### src/design/lpy_pkg.sv
`default_nettype none
package lpy_pkg;

	localparam int DataW    = 12;
	localparam int ApbDataW = 32;
	localparam int ApbAddrW = 3;
	localparam int CalcW    = 16;

	localparam logic [DataW-1:0] Full = DataW'(4095);

	typedef enum logic [0:0] {
		REG_TARGET_LABEL = 1'b0
	} reg_index_t;

	typedef logic [DataW-1:0] chan_t;

endpackage
`default_nettype wire

### src/design/lpy_if.sv
`default_nettype none
interface lpy_vox_if;
	logic                      valid;
	logic                      ready;
	logic [lpy_pkg::DataW-1:0] intensity;
	logic [lpy_pkg::DataW-1:0] voxel_label;

	modport source (output valid, output intensity, output voxel_label, input ready);
	modport sink   (input valid, input intensity, input voxel_label, output ready);
endinterface

interface lpy_pix_if;
	logic                      valid;
	logic                      ready;
	logic [lpy_pkg::DataW-1:0] red;
	logic [lpy_pkg::DataW-1:0] green;
	logic [lpy_pkg::DataW-1:0] blue;

	modport source (output valid, output red, output green, output blue, input ready);
	modport sink   (input valid, input red, input green, input blue, output ready);
endinterface
`default_nettype wire

### src/design/lpy_apb_regs.sv
`default_nettype none
module lpy_apb_regs (
	input  wire logic                         clk,
	input  wire logic                         arst_n,
	input  wire logic                         psel,
	input  wire logic                         penable,
	input  wire logic                         pwrite,
	input  wire logic [lpy_pkg::ApbAddrW-1:0] paddr,
	input  wire logic [lpy_pkg::ApbDataW-1:0] pwdata,
	output logic      [lpy_pkg::ApbDataW-1:0] prdata,
	output logic                              pready,
	output lpy_pkg::chan_t                    target_label
);
	import lpy_pkg::*;

	logic       hit;
	chan_t      target_label_q;

	// Register i sits at byte address 4*i; only the low word offset is decoded.
	assign hit    = (paddr[ApbAddrW-1:2] == 1'(REG_TARGET_LABEL));
	assign pready = 1'b1;

	always_ff @(posedge clk or negedge arst_n) begin
		if (!arst_n) begin
			target_label_q <= '0;
		end else if (psel && penable && pwrite && pready && hit) begin
			target_label_q <= pwdata[DataW-1:0];
		end
	end

	always_comb begin
		prdata = '0;
		if (hit) begin
			prdata = {{(ApbDataW-DataW){1'b0}}, target_label_q};
		end
	end

	assign target_label = target_label_q;
endmodule
`default_nettype wire

### src/design/lpy_color.sv
`default_nettype none
module lpy_color (
	input  wire lpy_pkg::chan_t intensity,
	input  wire lpy_pkg::chan_t voxel_label,
	input  wire lpy_pkg::chan_t target_label,
	output lpy_pkg::chan_t      red,
	output lpy_pkg::chan_t      green,
	output lpy_pkg::chan_t      blue
);
	import lpy_pkg::*;

	function automatic chan_t clamp12(input logic signed [CalcW-1:0] v);
		chan_t res;
		if (v < 0) begin
			res = '0;
		end else if (v > $signed({{(CalcW-DataW){1'b0}}, Full})) begin
			res = Full;
		end else begin
			res = v[DataW-1:0];
		end
		return res;
	endfunction

	logic signed [CalcW-1:0] y, quad, g_lo, g_min;
	logic signed [CalcW-1:0] hr, hg, hb, cg, co;
	chan_t                   r_c, g_c, b_c;

	always_comb begin
		y     = $signed({{(CalcW-DataW){1'b0}}, intensity});
		quad  = y <<< 2;
		r_c   = clamp12(quad - CalcW'(8190));
		b_c   = clamp12(CalcW'(8190) - quad);
		g_lo  = CalcW'(16380) - quad;
		g_min = (quad < g_lo) ? quad : g_lo;
		g_c   = clamp12(g_min);
		hr    = $signed({{(CalcW-DataW){1'b0}}, r_c});
		hg    = $signed({{(CalcW-DataW){1'b0}}, g_c});
		hb    = $signed({{(CalcW-DataW){1'b0}}, b_c});
		// Both numerators stay non-negative over the hue range, so shifts floor exactly.
		cg    = ((hg <<< 1) - hr - hb + CalcW'(8190)) >>> 2;
		co    = (hr - hb + CalcW'(4095)) >>> 1;
		if (voxel_label != target_label) begin
			red   = intensity;
			green = intensity;
			blue  = intensity;
		end else begin
			red   = clamp12(y - cg + co);
			green = clamp12(y + cg - CalcW'(2048));
			blue  = clamp12(y - cg - co + CalcW'(4095));
		end
	end
endmodule
`default_nettype wire

### src/design/label_pseudocolor_ycgco_top.sv
// Label pseudo-colouring block with YCgCo luma replacement.
// Voxel words (intensity, voxel_label) enter on the voxel channel and RGB
// words (red, green, blue) leave on the pixel channel; both use valid/ready.
// Voxels whose label equals target_label are mapped through a jet-style hue,
// converted to YCgCo, given the intensity as luma and converted back to RGB,
// each channel saturated to 12 bits. Other voxels leave as gray.
// The APB port holds target_label at byte address 0; pready is always high.
// A word is captured in an input register, coloured by one combinational
// pass and captured in a result register, from which it is offered on the
// pixel channel.
// Throughput is one word per clock while the receiver does not stall, set by
// the two-register pipeline.
// When the receiver stalls the result register holds, and the input register
// still fills; ready drops only when both registers are full and stalled.
// Reset clears both valid flags and sets target_label to 0.
`default_nettype none
module label_pseudocolor_ycgco_top (
	input  wire logic                         clk,
	input  wire logic                         arst_n,
	input  wire logic                         psel,
	input  wire logic                         penable,
	input  wire logic                         pwrite,
	input  wire logic [lpy_pkg::ApbAddrW-1:0] paddr,
	input  wire logic [lpy_pkg::ApbDataW-1:0] pwdata,
	output logic      [lpy_pkg::ApbDataW-1:0] prdata,
	output logic                              pready,
	lpy_vox_if.sink                           voxel,
	lpy_pix_if.source                         pixel
);
	import lpy_pkg::*;

	chan_t target_label;
	logic  valid_s1, valid_s2, adv_s1, adv_s2;
	chan_t intensity_s1, voxel_label_s1;
	chan_t red_c, green_c, blue_c;
	chan_t red_s2, green_s2, blue_s2;

	lpy_apb_regs u_regs (
		.clk         (clk),
		.arst_n      (arst_n),
		.psel        (psel),
		.penable     (penable),
		.pwrite      (pwrite),
		.paddr       (paddr),
		.pwdata      (pwdata),
		.prdata      (prdata),
		.pready      (pready),
		.target_label(target_label)
	);

	assign adv_s2      = !valid_s2 || pixel.ready;
	assign adv_s1      = !valid_s1 || adv_s2;
	assign voxel.ready = adv_s1;

	always_ff @(posedge clk or negedge arst_n) begin
		if (!arst_n) begin
			valid_s1 <= 1'b0;
			valid_s2 <= 1'b0;
		end else begin
			if (adv_s1) begin
				valid_s1 <= voxel.valid;
			end
			if (adv_s2) begin
				valid_s2 <= valid_s1;
			end
		end
	end

	always_ff @(posedge clk) begin
		if (adv_s1 && voxel.valid) begin
			intensity_s1   <= voxel.intensity;
			voxel_label_s1 <= voxel.voxel_label;
		end
		if (adv_s2 && valid_s1) begin
			red_s2   <= red_c;
			green_s2 <= green_c;
			blue_s2  <= blue_c;
		end
	end

	lpy_color u_color (
		.intensity   (intensity_s1),
		.voxel_label (voxel_label_s1),
		.target_label(target_label),
		.red         (red_c),
		.green       (green_c),
		.blue        (blue_c)
	);

	assign pixel.valid = valid_s2;
	assign pixel.red   = red_s2;
	assign pixel.green = green_s2;
	assign pixel.blue  = blue_s2;
endmodule
`default_nettype wire

### src/flat_wrapper.sv
// flat-port wrapper written by rule: the top's interface ports become plain ports
module label_pseudocolor_ycgco_top_flat import lpy_pkg::*;
  (clk, arst_n, psel, penable, pwrite, paddr, pwdata, prdata, pready, voxel_valid, voxel_intensity, voxel_voxel_label, voxel_ready, pixel_valid, pixel_red, pixel_green, pixel_blue, pixel_ready);
  lpy_vox_if voxel_i ();
  lpy_pix_if pixel_i ();
  input  wire logic clk;
  input  wire logic arst_n;
  input  wire logic psel;
  input  wire logic penable;
  input  wire logic pwrite;
  input  wire logic [lpy_pkg::ApbAddrW-1:0] paddr;
  input  wire logic [lpy_pkg::ApbDataW-1:0] pwdata;
  output logic      [lpy_pkg::ApbDataW-1:0] prdata;
  output logic pready;
  input wire logic [$bits(voxel_i.valid)-1:0] voxel_valid;
  input wire logic [$bits(voxel_i.intensity)-1:0] voxel_intensity;
  input wire logic [$bits(voxel_i.voxel_label)-1:0] voxel_voxel_label;
  output wire logic [$bits(voxel_i.ready)-1:0] voxel_ready;
  output wire logic [$bits(pixel_i.valid)-1:0] pixel_valid;
  output wire logic [$bits(pixel_i.red)-1:0] pixel_red;
  output wire logic [$bits(pixel_i.green)-1:0] pixel_green;
  output wire logic [$bits(pixel_i.blue)-1:0] pixel_blue;
  input wire logic [$bits(pixel_i.ready)-1:0] pixel_ready;
  assign voxel_i.valid = voxel_valid;
  assign voxel_i.intensity = voxel_intensity;
  assign voxel_i.voxel_label = voxel_voxel_label;
  assign voxel_ready = voxel_i.ready;
  assign pixel_valid = pixel_i.valid;
  assign pixel_red = pixel_i.red;
  assign pixel_green = pixel_i.green;
  assign pixel_blue = pixel_i.blue;
  assign pixel_i.ready = pixel_ready;
  label_pseudocolor_ycgco_top u_core (.clk(clk), .arst_n(arst_n), .psel(psel), .penable(penable), .pwrite(pwrite), .paddr(paddr), .pwdata(pwdata), .prdata(prdata), .pready(pready), .voxel(voxel_i), .pixel(pixel_i));
endmodule
### config.mk
export PLATFORM = sky130hd
export DESIGN_NAME = label_pseudocolor_ycgco_top_flat
export DESIGN_NICKNAME = d
export VERILOG_FILES = /design/src/design/lpy_pkg.sv /design/src/design/lpy_if.sv /design/src/design/lpy_apb_regs.sv /design/src/design/lpy_color.sv /design/src/design/label_pseudocolor_ycgco_top.sv /design/src/flat_wrapper.sv
export SDC_FILE = /design/constraint.sdc
export NUM_CORES = 1
export LEC_CHECK = 0
export ABC_AREA = 0
export BUFFER_PORTS_ARGS = -buffer_cell sky130_fd_sc_hd__buf_2
export CORE_AREA = 10 10 175 177
export DETAILED_ROUTE_END_ITERATION = 8
export DIE_AREA = 0 0 185 187
export PLACE_DENSITY = 0.57
export REMOVE_ABC_BUFFERS = 1
export SLEW_MARGIN = 20
export SYNTH_ARGS = -nofsm -noshare
export SYNTH_HDL_FRONTEND = slang
export SYNTH_SLANG_ARGS = --single-unit
export TNS_END_PERCENT = 50
### constraint.sdc
create_clock -name clk -period 9.7 [get_ports clk]
set_clock_uncertainty 0.05 [all_clocks]
set_input_delay 0 -clock clk [delete_from_list [all_inputs] [get_ports clk]]
set_output_delay 0 -clock clk [all_outputs]
set_load 0.01 [all_outputs]
# After elaboration in Yosys (flattened, before gate mapping)
# Cells that the tools add are included.
[classes]
n_addsub = 14
multipliers = 0
n_div = 0
n_lt_le_gt_ge = 13
n_eq_ne = 1
shift = 0
muxes = 17
bitwise_logic = 1
n_reduce_logical = 9
[ops]
columns = ["cell", "count"]
rows = [
  ["$mux W12", 16],
  ["$gt A16 B13 Y1 const B", 4],
  ["$lt A16 B1 Y1 const B", 4],
  ["$gt A15 B13 Y1 const B", 2],
  ["$lt A15 B1 Y1 const B", 2],
  ["$add A15 B13 Y16", 1],
  ["$add A15 B14 Y16 const B", 1],
  ["$add A16 B13 Y16 const B", 1],
  ["$mux W16", 1],
  ["$sub A15 B13 Y16", 1],
  ["$sub A15 B13 Y16 const B", 1],
  ["$add A13 B14 Y15", 1],
  ["$lt A15 B15 Y1", 1],
  ["$sub A13 B14 Y15", 1],
  ["$sub A13 B14 Y15 const A", 1],
  ["$sub A14 B13 Y15", 1],
  ["$sub A14 B13 Y15 const B", 1],
  ["$sub A14 B14 Y15 const A", 1],
  ["$add A13 B13 Y14 const B", 1],
  ["$sub A13 B12 Y14", 1],
  ["$sub A12 B12 Y13", 1],
  ["$ne A12 B12 Y1", 1],
  ["$logic_and A1 B1 Y1", 5],
  ["$logic_not A1 Y1", 2],
  ["other kinds (2)", 3],
]
[word_totals]
register_bits = 74
latchBits = 0
mem_bits_rw = 0
mem_bits_ro = 0
in_bits = 66
elab_cells = 63
mem_count = 0

# Logic depth before layout (Yosys ltp)
[logic_depth]
word_depth = 16
ltp_mapped = 43
ltp_nobuf = 38

# By module
# From an unflattened synthesis, not the netlist that was laid out.
[hier_totals]
hier_cells = 888
area_unflattened_um2 = 7936.4
[by_module_without_submodules]
columns = ["module", "n_inst", "cells_each", "area_per_inst_um2", "seq_area_each_um2"]
rows = [
  ["lpy_color", 1, 758, 5276.3, 0.0],
  ["label_pseudocolor_ycgco_top", 1, 68, 1905.6, 1851.8],
  ["lpy_apb_regs", 1, 62, 754.5, 300.3],
]

# Worst setup path after synthesis
# Ideal clock, no wire load.
[synth_path]
path_kind = "reg2reg"
start = "reg u_core.intensity_s1[11]"
end = "reg u_core.blue_s2[2] (netlist: u_core.pixel.blue[2]) (data pin)"
arrival_time_ns = 8.366
slack_ns = 1.018
path_stages_with_launch = 40
n_path_buf = 5
period_less_slack_ns = 8.682
path_cell_list = "edfxtp_1 -> clkbuf_1 -> clkbuf_1 -> buf_1 -> inv_1 -> ha_1 -> clkbuf_1 -> nand2b_1 -> ha_1 -> nor2b_1 -> o21a_1 -> o21a_1 -> o21ai_0 -> nand2b_1 -> xnor2_1 -> ha_1 -> inv_1 -> ha_1 -> [... 4 more ...] -> inv_1 -> and3_1 -> a221oi_1 -> nor2b_1 -> xor2_1 -> ha_1 -> inv_1 -> ha_1 -> clkbuf_1 -> nand3_1 -> o21ai_0 -> a31oi_1 -> a211oi_1 -> xnor2_1 -> a2111oi_0 -> nor2_1 -> nor2b_1 -> o21ai_0"
[synth_between]
elab_chain_cells = 16
word_cells_on_any_way = 30
classes_between = "add/sub: 11; order compare: 9; mux: 10"
[synth_lines]
columns = ["item", "line", "rtl"]
rows = [
  ["start: declaration", "label_pseudocolor_ycgco_top.sv:34", "chan_t intensity_s1, voxel_label_s1;"],
  ["start signal: assignment", "label_pseudocolor_ycgco_top.sv:71", "intensity_s1 <= voxel.intensity;"],
  ["$sub A14 B14 Y15", "lpy_color.sv:33", "g_lo = CalcW'(16380) - quad;"],
  ["$lt A15 B15 Y1", "lpy_color.sv:34", "g_min = (quad < g_lo) ? quad : g_lo;"],
  ["$mux W16", "lpy_color.sv:34", ""],
  ["$gt A16 B13 Y1", "lpy_color.sv:16", "end else if (v > $signed({{(CalcW-DataW){1'b0}}, Full})) begin"],
  ["$mux W12", "lpy_color.sv:16", ""],
  ["$mux W12", "lpy_color.sv:14", "if (v < 0) begin"],
  ["$sub A13 B12 Y14", "lpy_color.sv:40", "cg = ((hg <<< 1) - hr - hb + CalcW'(8190)) >>> 2;"],
  ["$sub A14 B13 Y15", "lpy_color.sv:40", ""],
  ["$add A15 B14 Y16", "lpy_color.sv:40", ""],
  ["$sub A13 B14 Y15", "lpy_color.sv:49", "blue = clamp12(y - cg - co + CalcW'(4095));"],
  ["$sub A15 B13 Y16 (*)", "lpy_color.sv:49", ""],
  ["$add A16 B13 Y16 (*)", "lpy_color.sv:49", ""],
  ["$gt A16 B13 Y1", "lpy_color.sv:16", ""],
  ["$mux W12", "lpy_color.sv:16", ""],
  ["$mux W12 (*)", "lpy_color.sv:14", ""],
  ["$mux W12 (*)", "lpy_color.sv:42", "if (voxel_label != target_label) begin"],
  ["via u_core.blue_c[2]", "label_pseudocolor_ycgco_top.sv:35", "chan_t red_c, green_c, blue_c;"],
  ["end signal: assignment", "label_pseudocolor_ycgco_top.sv:77", "blue_s2 <= blue_c;"],
  ["end: declaration", "label_pseudocolor_ycgco_top.sv:36", "chan_t red_s2, green_s2, blue_s2;"],
]
# The timed path passes the listed nets; every way through them passes the cells marked *.
# A chain may end at the register's enable or synchronous reset.

# Worst setup path after layout
[layout_path]
start = "reg u_core.intensity_s1[10]"
end = "reg u_core.blue_s2[5] (netlist: u_core.pixel.blue[5]) (data pin)"
# The elaborated chain is that of the path after synthesis.

==> impl_metrics.ini <==
[drt]
viasPerCell = 4.78
wl_per_cell_um = 15.1
ant_nets = 0
vias = 6665
routed_wl_mm = 21.1
drc = 0
initialDrtViolationCount = 270
first_pass_iters = 4

[synth]
synthCells = 918
ys.warnings.count = 0
async_reset_ff_frac = 0.189
ys_seq_elements = 74
yosysSeqAreaShare = 0.269
yosysTopAreaCell = edfxtp_1
ys_types = 75
synth_flop_cell = edfxtp_1
synth_edf_count = 60
ys_top_cells_by_count = 113 x ha_1, 88 x nor2_1, 87 x inv_1
netlist_area_mm2 = 0.00801
avgSynthCellArea_um2 = 8.73
synth_top_area_frac = 0.225
synth_area_leaders = edfxtp_1 22%, ha_1 18%, xnor2_1 5.5%
yosysMostFrequentCell = ha_1

[min_path]
hold_path.class = in2async

[global_route]
antenna_found_initial = 0
grt.total_usage = 0.122
grt_pass1_wl_mm = 34.3
gr-total-overflow = 0
grt_max_degree = 52
grt_pass1_vias = 6806

[critical_path]
startpoint_type = register
critical_path.max_stage_delay_ns = 0.59
worstSetupEndpointType = register
cp_max_fo = 15
setup.worst_path.class = reg2reg
slowest_stage = edfxtp_1
worstPathBufferInverterCount = 5
cpMostUsedCell = ha_1
cp_top_family = adder cells
crit_arrival_ns = 8.91
crit_required_ns = 9.83

[timing]
setup-violations-final = 0
period_needed_ns = 8.79
period_share = 0.906
hold_violations = 0
rsz0062_at_grt = no
report.final.slew_viol_count = 0
tightest_slew_ns = 0.922
relSlewSlack = 0.386
clock.fmax_mhz = 114
setup_tns_ns = 0

[layout]
drive_above_1_share = 0.141
num_antenna_cells = 0
nFillCells = 2801
num-nets-final = 1226
area_growth_pct = 18.6

[placement]
io_buffers = 93
gp_congestion = 0.870
dp_hpwl_mm = 16.7

[clocking]
cts-root-buf = clkbuf_16
post-cts-setup-buffer-count = 0
cts.sinks = 74
insertion_delay_ns = 0.34
cts_max_level = 3
tritoncts = built
cts_resized = 0
cts_made_buffers = 9
cts_hold_buf = 40
clockBufferDepth = 2
clk_pin_slew_ns = 0.06

[die]
die_h_um = 187
pin_count = 137
die_area_mm2 = 0.0346
core_mm2 = 0.0273
std_cell_rows = 61
initial_core_util = 0.293
die_x_um = 185

[job]
maxCapViolations = 0

[outcome]
outcome = completed
-- registers in the layout, summed over array words and instances (netlist names) --
register	flops
u_core.voxel_label_s1	12
u_core.intensity_s1	12
u_core.pixel.red	12
u_core.pixel.blue	12
u_core.valid_s1	1
u_core.pixel.valid	1
u_core.u_regs.target_label	12
u_core.pixel.green	12
-- final timing paths --
path                                                  endpoint  slack (ns)               startpoint  cells after the start
worst max-delay path                      u_core.pixel.blue[5]        0.91  u_core.intensity_s1[10]                     35
min in group clk                        u_core.intensity_s1[3]        0.32       voxel_intensity[3]                      2
worst min register to register              u_core.pixel.valid        0.43          u_core.valid_s1                      1
worst min-delay path             u_core.u_regs.target_label[0]        0.07                   arst_n                      2
worst max register to register            u_core.pixel.blue[5]        0.91  u_core.intensity_s1[10]                     35
max in group asynchronous       u_core.u_regs.target_label[10]        9.28                   arst_n                      2
-- kinds of logic (layout without fill, tap and decap cells) --
kind of cell | count (synthesis) | count (layout) | synth area share
other cells | 2 | 21 | 0.000937
flops | 74 | 74 | 0.269
xor+xnor | 86 | 86 | 0.0959
compound gates | 224 | 224 | 0.192
mux | 15 | 15 | 0.0206
fa+ha+maj | 120 | 120 | 0.192
simple gates | 259 | 259 | 0.155
buf+inv | 138 | 248 | 0.0756
-- metrics by stage --
step / cell area [µm²] / util / setup WS (ns) / cells / hold WS, ns
4_1_cts: 9500 / 0.348 / 0.918 / 1393 / 0.0546
3_5_place_dp: 8790 / 0.322 / 0.918 / 1337 / -0.119
6_report: 9500 / 0.348 / 0.914 / 1393 / 0.0661
5_1_grt: 9500 / 0.348 / 0.106 / 1393 / 0.105
2_1_floorplan: 7810 / - / 0.880 / 887 / -0.346
3_3_place_gp: 8790 / 0.322 / 1.04 / 1337 / -0.123
-- area by class of cell --
type | instances | area [µm²] | area share
Clock buffer | 13 | 293 | 0.0308
Multi-Input combinational cell | 725 | 5330 | 0.561
Tap cell | 346 | 433 | 0.0456
Timing Repair Buffer | 144 | 948 | 0.0998
Clock inverter | 3 | 17.5 | 0.00184
Inverter | 88 | 330 | 0.0348
Sequential cell | 74 | 2150 | 0.226
-- cell usage in the layout, fill, tap and decap left out, types with 20 or more instances in the layout --
cell	n
xor2_1	35
nor2_1	88
conb_1	21
nand2b_1	22
a21o_1	20
buf_2	93
nand2_1	55
dlygate4sd3_1	40
edfxtp_1	60
a21oi_1	43
ha_1	113
nor2b_1	23
o21ai_0	65
xnor2_1	50
inv_1	87
-- layer usage --
metal | GRT usage | vias up | wire [µm]
met5 | 0 | - | 0
met4 | 0.0488 | 0 | 645
met3 | 0.0128 | 25 | 591
met2 | 0.221 | 108 | 10700
met1 | 0.142 | 3122 | 9140
li1 | - | 3410 | -
Power is left out: the tool's default activity adds up to more than one toggle a clock period on the data nets, which glitch-free logic cannot reach.
